File: src/sv/lir_pkg.sv
package lir_pkg;

  localparam int SAMPLE_BITS_DEF = 16;
  localparam int FRAC_BITS_DEF   = 24;

  // Width of the step register and of the phase accumulator. The phase stays
  // below one before each add, so one bit above the step width is enough.
  localparam int STEP_W  = 32;
  localparam int PHASE_W = STEP_W + 1;

  // Longest run of results that one input sample may cause.
  localparam int MAX_RESULTS = 64;
  localparam int CNT_W       = $clog2(MAX_RESULTS);

endpackage

File: src/sv/linear_interp_resampler_unit.sv
// Linear-interpolation sample-rate converter. Each input item is one audio
// sample; the block keeps the previous sample and a phase with FRAC_BITS
// fraction bits measured from it. The first sample after reset (or after a
// change of the step register) is only stored. For each later sample the
// block emits prev*(1-f)+new*f, truncated toward zero, while the phase f is
// below one, adding the step after each result; the final result of a run
// carries last_of_run. A run ends after at most 64 results. The step
// register (cfg_wr_data, UQ8.24 input rate over output rate) resets to 1.0;
// writing a different value clears the sample history and the phase, and it
// must be written only while the block is idle. An input that causes no
// result is taken while the block stays idle. Otherwise each result passes
// through a multiply state, an add-and-truncate state, and a wait state in
// the output register until out_ready takes it; in_ready stays low until the
// final result of the run is taken, as the single shared interpolation unit
// is reused for every result.
module linear_interp_resampler_unit #(
  parameter int SAMPLE_BITS = lir_pkg::SAMPLE_BITS_DEF,
  parameter int FRAC_BITS   = lir_pkg::FRAC_BITS_DEF
) (
  input  logic                          clk,
  input  logic                          rst_n,
  input  logic                          in_valid,
  output logic                          in_ready,
  input  logic signed [SAMPLE_BITS-1:0] in_sample_in,
  output logic                          out_valid,
  input  logic                          out_ready,
  output logic signed [SAMPLE_BITS-1:0] out_sample_out,
  output logic                          out_last_of_run,
  input  logic                          cfg_wr_en,
  input  logic [lir_pkg::STEP_W-1:0]    cfg_wr_data
);

  localparam int PW = lir_pkg::PHASE_W;
  localparam int CW = lir_pkg::CNT_W;

  localparam logic [PW-1:0] PHASE_ONE = PW'(1) << FRAC_BITS;
  localparam logic [lir_pkg::STEP_W-1:0] STEP_RESET = lir_pkg::STEP_W'(1) << FRAC_BITS;
  localparam logic [CW-1:0] CNT_LAST = CW'(lir_pkg::MAX_RESULTS - 1);

  typedef enum logic [1:0] {
    ST_IDLE,
    ST_CALC,
    ST_SUM,
    ST_WAIT
  } state_t;

  state_t                        state_r;
  logic [lir_pkg::STEP_W-1:0]    step_r;
  logic signed [SAMPLE_BITS-1:0] prev_r;
  logic signed [SAMPLE_BITS-1:0] cur_r;
  logic [PW-1:0]                 phase_r;
  logic                          primed_r;
  logic [CW-1:0]                 cnt_r;
  logic                          out_valid_r;
  logic signed [SAMPLE_BITS-1:0] out_sample_r;
  logic                          out_last_r;

  logic                          unit_start;
  logic signed [SAMPLE_BITS-1:0] unit_y;
  logic [PW-1:0]                 phase_add;
  logic                          phase_ge_one;
  logic                          add_ge_one;
  logic                          run_last;

  // The shared interpolation unit: it takes its operands in the multiply
  // cycle and delivers the truncated result in the following cycle.
  lir_interp #(
    .SAMPLE_BITS(SAMPLE_BITS),
    .FRAC_BITS  (FRAC_BITS)
  ) u_interp (
    .clk  (clk),
    .start(unit_start),
    .prev (prev_r),
    .cur  (cur_r),
    .frac (phase_r[FRAC_BITS-1:0]),
    .y    (unit_y)
  );

  assign unit_start   = (state_r == ST_CALC);
  assign phase_ge_one = |phase_r[PW-1:FRAC_BITS];
  assign phase_add    = phase_r + PW'(step_r);
  assign add_ge_one   = |phase_add[PW-1:FRAC_BITS];

  // The run ends when the next phase reaches one or the result limit is hit.
  assign run_last = add_ge_one || (cnt_r == CNT_LAST);

  assign in_ready        = (state_r == ST_IDLE);
  assign out_valid       = out_valid_r;
  assign out_sample_out  = out_sample_r;
  assign out_last_of_run = out_last_r;

  always_ff @(posedge clk) begin
    if (!rst_n) begin
      state_r     <= ST_IDLE;
      step_r      <= STEP_RESET;
      prev_r      <= '0;
      phase_r     <= '0;
      primed_r    <= 1'b0;
      cnt_r       <= '0;
      out_valid_r <= 1'b0;
    end else begin
      case (state_r)
        ST_IDLE: begin
          if (cfg_wr_en && (cfg_wr_data != step_r)) begin
            // A new step restarts the converter from an empty history.
            step_r   <= cfg_wr_data;
            prev_r   <= '0;
            phase_r  <= '0;
            primed_r <= 1'b0;
          end else if (in_valid) begin
            if (!primed_r) begin
              prev_r   <= in_sample_in;
              primed_r <= 1'b1;
            end else if (phase_ge_one) begin
              // A large step skips this sample entirely.
              phase_r <= phase_r - PHASE_ONE;
              prev_r  <= in_sample_in;
            end else begin
              cur_r   <= in_sample_in;
              cnt_r   <= '0;
              state_r <= ST_CALC;
            end
          end
        end
        ST_CALC: begin
          state_r <= ST_SUM;
        end
        ST_SUM: begin
          out_sample_r <= unit_y;
          out_last_r   <= run_last;
          out_valid_r  <= 1'b1;
          cnt_r        <= cnt_r + CW'(1);
          if (run_last) begin
            // Close the run: step back by one, or restart at zero if the
            // result limit cut the run short.
            phase_r <= add_ge_one ? (phase_add - PHASE_ONE) : '0;
            prev_r  <= cur_r;
          end else begin
            phase_r <= phase_add;
          end
          state_r <= ST_WAIT;
        end
        ST_WAIT: begin
          if (out_ready) begin
            out_valid_r <= 1'b0;
            state_r     <= out_last_r ? ST_IDLE : ST_CALC;
          end
        end
        default: begin
          state_r <= ST_IDLE;
        end
      endcase
    end
  end

`ifndef SYNTH
  // The block never offers a result while it is taking a new item.
  a_no_overlap: assert property (@(posedge clk) disable iff (!rst_n)
    !(in_ready && out_valid))
    else $error("input ready while a result is pending");

  // Every multiply is done on a phase below one.
  a_calc_phase: assert property (@(posedge clk) disable iff (!rst_n)
    (state_r == ST_CALC) |-> !phase_ge_one)
    else $error("interpolation started with phase at or above one");

  // The add-and-truncate cycle always loads the output register.
  a_sum_loads: assert property (@(posedge clk) disable iff (!rst_n)
    (state_r == ST_SUM) |=> out_valid)
    else $error("computed result was not presented");

  // Taking the marked result returns the block to accepting input.
  a_last_idle: assert property (@(posedge clk) disable iff (!rst_n)
    (out_valid && out_ready && out_last_of_run) |=> in_ready)
    else $error("block not ready after the final result of a run");

  // When the next phase reaches one the run ends with that result.
  a_last_mark: assert property (@(posedge clk) disable iff (!rst_n)
    (state_r == ST_SUM && add_ge_one) |=> out_last_of_run)
    else $error("run did not end when the phase reached one");
`endif

endmodule

File: src/sv/lir_interp.sv
// Two-stage interpolation unit: a registered multiply of the sample
// difference by the phase fraction, then the add of the previous sample and
// a truncation toward zero.
module lir_interp #(
  parameter int SAMPLE_BITS = lir_pkg::SAMPLE_BITS_DEF,
  parameter int FRAC_BITS   = lir_pkg::FRAC_BITS_DEF
) (
  input  logic                          clk,
  input  logic                          start,
  input  logic signed [SAMPLE_BITS-1:0] prev,
  input  logic signed [SAMPLE_BITS-1:0] cur,
  input  logic        [FRAC_BITS-1:0]   frac,
  output logic signed [SAMPLE_BITS-1:0] y
);

  localparam int PW = SAMPLE_BITS + FRAC_BITS + 2;

  logic signed [SAMPLE_BITS:0]      diff;
  logic signed [FRAC_BITS:0]        frac_s;
  logic signed [PW-1:0]             prod_r;
  logic signed [SAMPLE_BITS-1:0]    prev_r;
  logic signed [PW-1:0]             acc;
  logic                             inc;

  assign diff   = $signed({cur[SAMPLE_BITS-1], cur}) - $signed({prev[SAMPLE_BITS-1], prev});
  assign frac_s = $signed({1'b0, frac});

  always_ff @(posedge clk) begin
    if (start) begin
      prod_r <= diff * frac_s;
      prev_r <= prev;
    end
  end

  assign acc = prod_r + $signed({{2{prev_r[SAMPLE_BITS-1]}}, prev_r, {FRAC_BITS{1'b0}}});

  // A negative sum with a nonzero fraction rounds up by one toward zero.
  assign inc = acc[PW-1] & (|acc[FRAC_BITS-1:0]);
  assign y   = $signed(acc[FRAC_BITS+SAMPLE_BITS-1:FRAC_BITS]
                       + {{(SAMPLE_BITS-1){1'b0}}, inc});

endmodule
File: config.mk
export PLATFORM = sky130hd
export DESIGN_NAME = linear_interp_resampler_unit
export DESIGN_NICKNAME = d
export VERILOG_FILES = /design/src/sv/lir_pkg.sv /design/src/sv/linear_interp_resampler_unit.sv /design/src/sv/lir_interp.sv
export SDC_FILE = /design/constraint.sdc
export NUM_CORES = 1
export LEC_CHECK = 0
export ABC_CLOCK_PERIOD_IN_PS = 9300
export BUFFER_PORTS_ARGS = -buffer_cell sky130_fd_sc_hd__buf_2
export CAP_MARGIN = 20
export CORE_ASPECT_RATIO = 1.4
export CORE_MARGIN = 1
export CORE_UTILIZATION = 45
export DETAILED_ROUTE_END_ITERATION = 10
export MAX_ROUTING_LAYER = met4
export PLACE_DENSITY = 0.59
export SLEW_MARGIN = 20
export SYNTH_ARGS = -nofsm -noshare
export SYNTH_HDL_FRONTEND = slang
export SYNTH_SLANG_ARGS = --single-unit
File: constraint.sdc
create_clock -name clk -period 9.3 [get_ports clk]
set_input_delay 0 -clock clk [delete_from_list [all_inputs] [get_ports clk]]
set_output_delay 0 -clock clk [all_outputs]
set_load 0.005 [all_outputs]
# Word-level counts from Yosys, hierarchy flattened
# Cells that the tools add are included.
# word_totals
ramBits	0
latchBits	0
word_cells	85
output_inout_bits	19
in_bits	53
n_memories	0
regBits	182
mem_bits_ro	0
# op_classes
mux	29
n_shift	0
n_addsub	7
eq_ne	15
div_mod_pow	0
magnitude_cmp	0
multipliers	1
reduce_logical	18
bitwise	3
# op_table
operator	n
33-bit 2-to-1 mux	6
16-bit 2-to-1 mux	5
33-bit one-hot mux with 2 select lines	1
33-bit by 25-bit subtractor with 33-bit output (second input constant)	2
42-bit by 40-bit adder with 42-bit output	1
17-bit by 25-bit multiplier with 42-bit output	1
33-bit by 32-bit adder with 33-bit output	1
32-bit inequality test	1
16-bit one-hot mux with 2 select lines	1
6-bit 2-to-1 mux	4
24-bit OR reduction	1
9-bit OR reduction	2
16-bit by 16-bit subtractor with 17-bit output	1
16-bit by 1-bit adder with 16-bit output	1
6-bit one-hot mux with 2 select lines	1
2-bit 2-to-1 mux	5
2-bit inequality test (second input constant)	5
5-bit AND reduction	2
2-bit one-hot mux with 4 select lines	1
2-bit AND reduction	4
4-bit AND reduction	2
6-bit by 1-bit adder with 6-bit output (second input constant)	1
6-bit equality test (second input constant)	1
3-bit by 1-bit inequality test with 1-bit output (second input constant)	2
14 further kinds	21

# Depth between registers and ports, before layout
# logic_depth
depth_word	6
ltp_mapped	39
mapped_depth_nobuf	38

# By module
# A second synthesis with hierarchy kept.
# hier_totals
hier_cells	2676
area_unflattened_um2	24501.0
# by_module_without_submodules
mod	cells_per_inst	n_inst	area_each_um2	seq_area_each_um2
lir_interp	1903	1	17224.0	1741.7
linear_interp_resampler_unit	773	1	7277.0	2812.7

# Worst setup path before layout
# Ideal clock, no wire load.
# synth_timing
kind	register -> register
startpoint	register cur_r[0]
endpoint	register u_interp.prod_r[41] (data pin)
setup_ns	0.266
path_slack_ns	1.093
stages_incl_launch_ff	38
n_path_buf	1
period_less_slack_ns	8.207
t_arrival_ns	7.942
required_time_ns	9.034
path_cell_list	edfxtp_1 > inv_1 > ha_1 > fa_1 > nor2b_1 > o21ai_0 > a21boi_1 > o21ai_0 > a21boi_0 > o21ai_1 > nand2_1 > a21o_1 > a21oi_1 > xnor2_1 > clkbuf_1 > nand2_1 > fa_1 > inv_1 > (+2 left out) > fa_1 > inv_1 > fa_1 > inv_1 > fa_1 > inv_1 > fa_1 > ha_1 > and3_1 > nand2_1 > a211o_1 > o21ai_0 > o211ai_1 > a21boi_0 > a41oi_1 > o21ai_0 > and4_1 > nor3_1
# synth_via
elab_chain_cells	2
# synth_rtl
item	line	text
from (decl)	linear_interp_resampler_unit.sv:50	logic signed [SAMPLE_BITS-1:0] cur_r;
from (signal assigned)	linear_interp_resampler_unit.sv:119	cur_r <= in_sample_in;
16-bit by 16-bit subtractor with 17-bit output	lir_interp.sv:25	assign diff = $signed({cur[SAMPLE_BITS-1], cur}) - $signed({prev[SAMPLE_BITS-1], prev});
17-bit by 25-bit multiplier with 42-bit output	lir_interp.sv:30	prod_r <= diff * frac_s;
to (signal assigned)	lir_interp.sv:30	
to (decl)	lir_interp.sv:20	logic signed [PW-1:0] prod_r;
# Every way passes these cells.
# A chain may end at the register's enable or synchronous reset.

# Worst setup path in the final report
# layout_timing
startpoint	register cur_r[0]
endpoint	register u_interp.prod_r[40] (data pin)
# The elaborated chain is that of the path after synthesis.

==> results.toml <==
[drt]
drt_first_pass_iters = 5
drc = 0
wl_met3_mm = 2.29
top_layer_used = "met4"
via_count = 18366
wire_per_inst_um = 19.5
wirelength_met1_mm = 25.4
drtIter0Drc = 955
avgViaCountPerCell = 5.39
ant_nets = 0
detail_route.wirelength_mm = 66.5
met2WireLength_mm = 36.3

[sta]
max_freq_ghz = 0.114
min_period_over_period_pct = 94.2
setup_viol = 0
fin_crit_ns = 8.76
finalMaxSlewViolations = 0
rsz0062_at_grt = "no"
hold_viol_final = 0
tightest_slew_ns = 1.07
fin_worst_skew_ns = 0.0259
relSlewSlack_pct = 28.5
fin_setup_tns_ns = 0

[place]
io_buffer_count = 71
place_congestion = 0.912
place.detailed.hpwl_mm = 52.0

[global_routing]
antenna_found_initial = 0
track_usage_pct = 26.4
grt_pass1_vias = 19535
grt_first_pass_wirelength_mm = 106
grt_max_degree = 59
grt-ovfl-total = 0

[status]
status = "completed"

[critical_path]
cpPeakStageDelay_ns = 0.52
crit_fanout = 23
cp_data_required_time_ns = 9.58
worst_ep_arrival_time_ns = 9.04
cp.buffers_inverters = 4
r2r_cells = 34
rr_startpoint = "cur_r[0]$_DFFE_PP_"
crit_type = "reg2reg"
cp-start-kind = "flip-flop"
cpMaxStageDelayCell = "fa_1"
cp_common_cell = "fa_1"
r2r-end = "u_interp.prod_r[40]$_DFFE_PN_"
crit_family = "adder cells"
regToRegSetupSlack_ns = 0.54
critPathCaptureType = "flip-flop"

[cells_and_area]
antennaDiodeCount = 0
drive_gt1_share_pct = 7.70
nets = 3288
area_growth_syn_to_layout_pct = 10.1
multi_input_area_um2 = 17300
seqCellArea_um2 = 4560
fillers = 4912

[worst_hold_path]
min_path_cells = 3
hold-path-endpoint = "phase_r[29]$_SDFFE_PN0P_"
hp-start = "rst_n"
hp-class = "in2reg"

[floorplanning]
io_pins = 72
initial_core_util_pct = 45.7
die_x_um = 197
num_rows = 99
core_area_um2 = 52400
die_area_um2 = 54200
die_y_um = 275

[yosys]
yosysWarnings = 0
ys_ff_latch = 182
ys_top_cells_by_area = "fa_1 (28%), edfxtp_1 (11%), ha_1 (11%)"
ys_async_sr_fraction_pct = 0
yosysTopAreaCell = "fa_1"
synth-main-ff-cell = "edfxtp_1"
syn_inst = 2604
syn_area_um2 = 24000
ys_seq_area_share_pct = 19.0
avgSynthCellArea_um2 = 9.20
yosys.cell_types.count = 82
synth_top_area_share_pct = 27.8
synth_fp_nets = 3205
synth_edf_count = 91

[clock_tree]
cts_root_buf = "clkbuf_16"
cts_made_buffers = 17
cts_sinks = 182
clkLatencyLatePin_ns = 0.47
htreeDepth = 4
cts_tree = "done"
clk_path_buf_depth = 2
cts.reportedPaths.clkPinSlew_ns = 0.09

[power_and_ir_drop]
pwr_density_cell_nw_per_um2 = 178
p_leak_nw = 13.1
irDropWorstVdd_uv = 132
power.total_mw = 4.70

[flow_run]
cap_violations = 0
## cells in the mapped netlist, drive strengths merged (3+ instances only)
cell,instances
and4,4
and2,120
edfxtp,91
nor3,29
a21boi,6
nor2b,54
fa,332
inv,465
a211oi,25
a221oi,4
o221a,16
or2,15
o21bai,13
a31oi,10
nor2,122
and3,42
or3b,4
nand3,34
nand2,263
o21a,12
xnor2,66
a21o,47
nand4,7
o2111ai,4
o311ai,3
o211ai,9
buf,19
mux2i,36
a41oi,3
nand3b,4
or4,3
o211a,5
nor4,17
a22o,21
a211o,3
xor2,67
nand2b,17
or3,5
ha,216
a21oi,113
o21ai,70
clkbuf,87
dfxtp,91
## worst max path at each step
stage / startpoint / endpoint / slack (ns) / cells after the start
after detailed placement: cur_r[0]$_DFFE_PP_ / u_interp.prod_r[40]$_DFFE_PN_ / 0.30 / 35
after floorplan: cur_r[0]$_DFFE_PP_ / u_interp.prod_r[41]$_DFFE_PN_ / 1.09 / 37
final: cur_r[0]$_DFFE_PP_ / u_interp.prod_r[40]$_DFFE_PN_ / 0.54 / 34
after global placement: cur_r[0]$_DFFE_PP_ / u_interp.prod_r[40]$_DFFE_PN_ / 0.47 / 35
after CTS: cur_r[0]$_DFFE_PP_ / u_interp.prod_r[40]$_DFFE_PN_ / 0.26 / 35
after global routing: cur_r[0]$_DFFE_PP_ / u_interp.prod_r[41]$_DFFE_PN_ / 0.005 / 37
## where the power goes
part           leakage [nW]  total, mW  switching, mW  internal, mW
registers              1.58       1.19          0.129          1.06
clock network         0.300      0.789          0.398         0.391
logic                  11.2       2.72           1.77         0.958
total                  13.1       4.70           2.29          2.41
## repair_timing
action	in CTS	in global routing
hold buffers	51	0
hold endpoints to repair	52	0
buffers inserted	0	0
resized for setup	0	11
setup endpoints to repair	0	6
## layout by cell type, fill, tap and decap left out, types with 54 or more instances in the layout
cell / n
nand2_1: 262
o21ai_0: 54
dfxtp_1: 90
nor2_1: 121
xnor2_1: 60
edfxtp_1: 91
and2_1: 120
a21oi_1: 112
fa_1: 331
nor2b_1: 54
ha_1: 214
buf_2: 71
xor2_1: 64
inv_1: 465
## sequential cells by signal (all words and copies together), names as in the netlist
signal           cells
u_interp.prod_r     42
state_r              2
u_interp.prev_r     16
phase_r             33
out_sample_out      16
prev_r              16
out_valid            1
step_r              32
cur_r               16
primed_r             1
cnt_r                6
out_last_of_run      1
## cell type report
cell class                      count  area share (%)
Clock buffer                       17            1.61
Clock inverter                     15           0.740
Inverter                          467            6.65
Multi-Input combinational cell   1849            65.7
Sequential cell                   182            17.3
Tap cell                          707            3.35
Timing Repair Buffer              170            4.68
## tightest hold or removal path, stage by stage
cell,delay [ns]
buf_2,0.30
nand2_1,0.14
o21ai_1,0.05
## per-stage QoR
step	instances	cell area [µm²]	setup WS [ns]	hold WS [ns]	utilization [%]
finish	3407	26400	0.538	0.0701	50.3
global route	3407	26400	0.00524	0.0990	50.3
CTS	3407	26300	0.259	0.0646	50.2
detailed placement	3324	25200	0.300	0.198	48.1
global placement	3324	25200	0.472	0.195	48.1
floorplan	2604	24000	1.09	0.0989	-
## layer usage
| metal | GRT usage (%) | vias to the layer above |
|---|---|---|
| li1 | - | 8570 |
| met1 | 28.9 | 9238 |
| met2 | 49.2 | 435 |
| met3 | 2.54 | 123 |
| met4 | 9.96 | 0 |
| met5 | - | - |
## cells by family after synthesis
family                     count (synthesis)  synth area share, %
and+or+nand+nor                          743                 15.3
buffers and inverters                    573                 9.10
adders and majority gates                548                 39.0
AOI/OAI and AO/OA                        388                 11.0
DFF                                      182                 19.0
xor gates and xnor gates                 133                 4.96
muxes                                     37                 1.55
No activity file was read; power rests on OpenSTA's default activity.
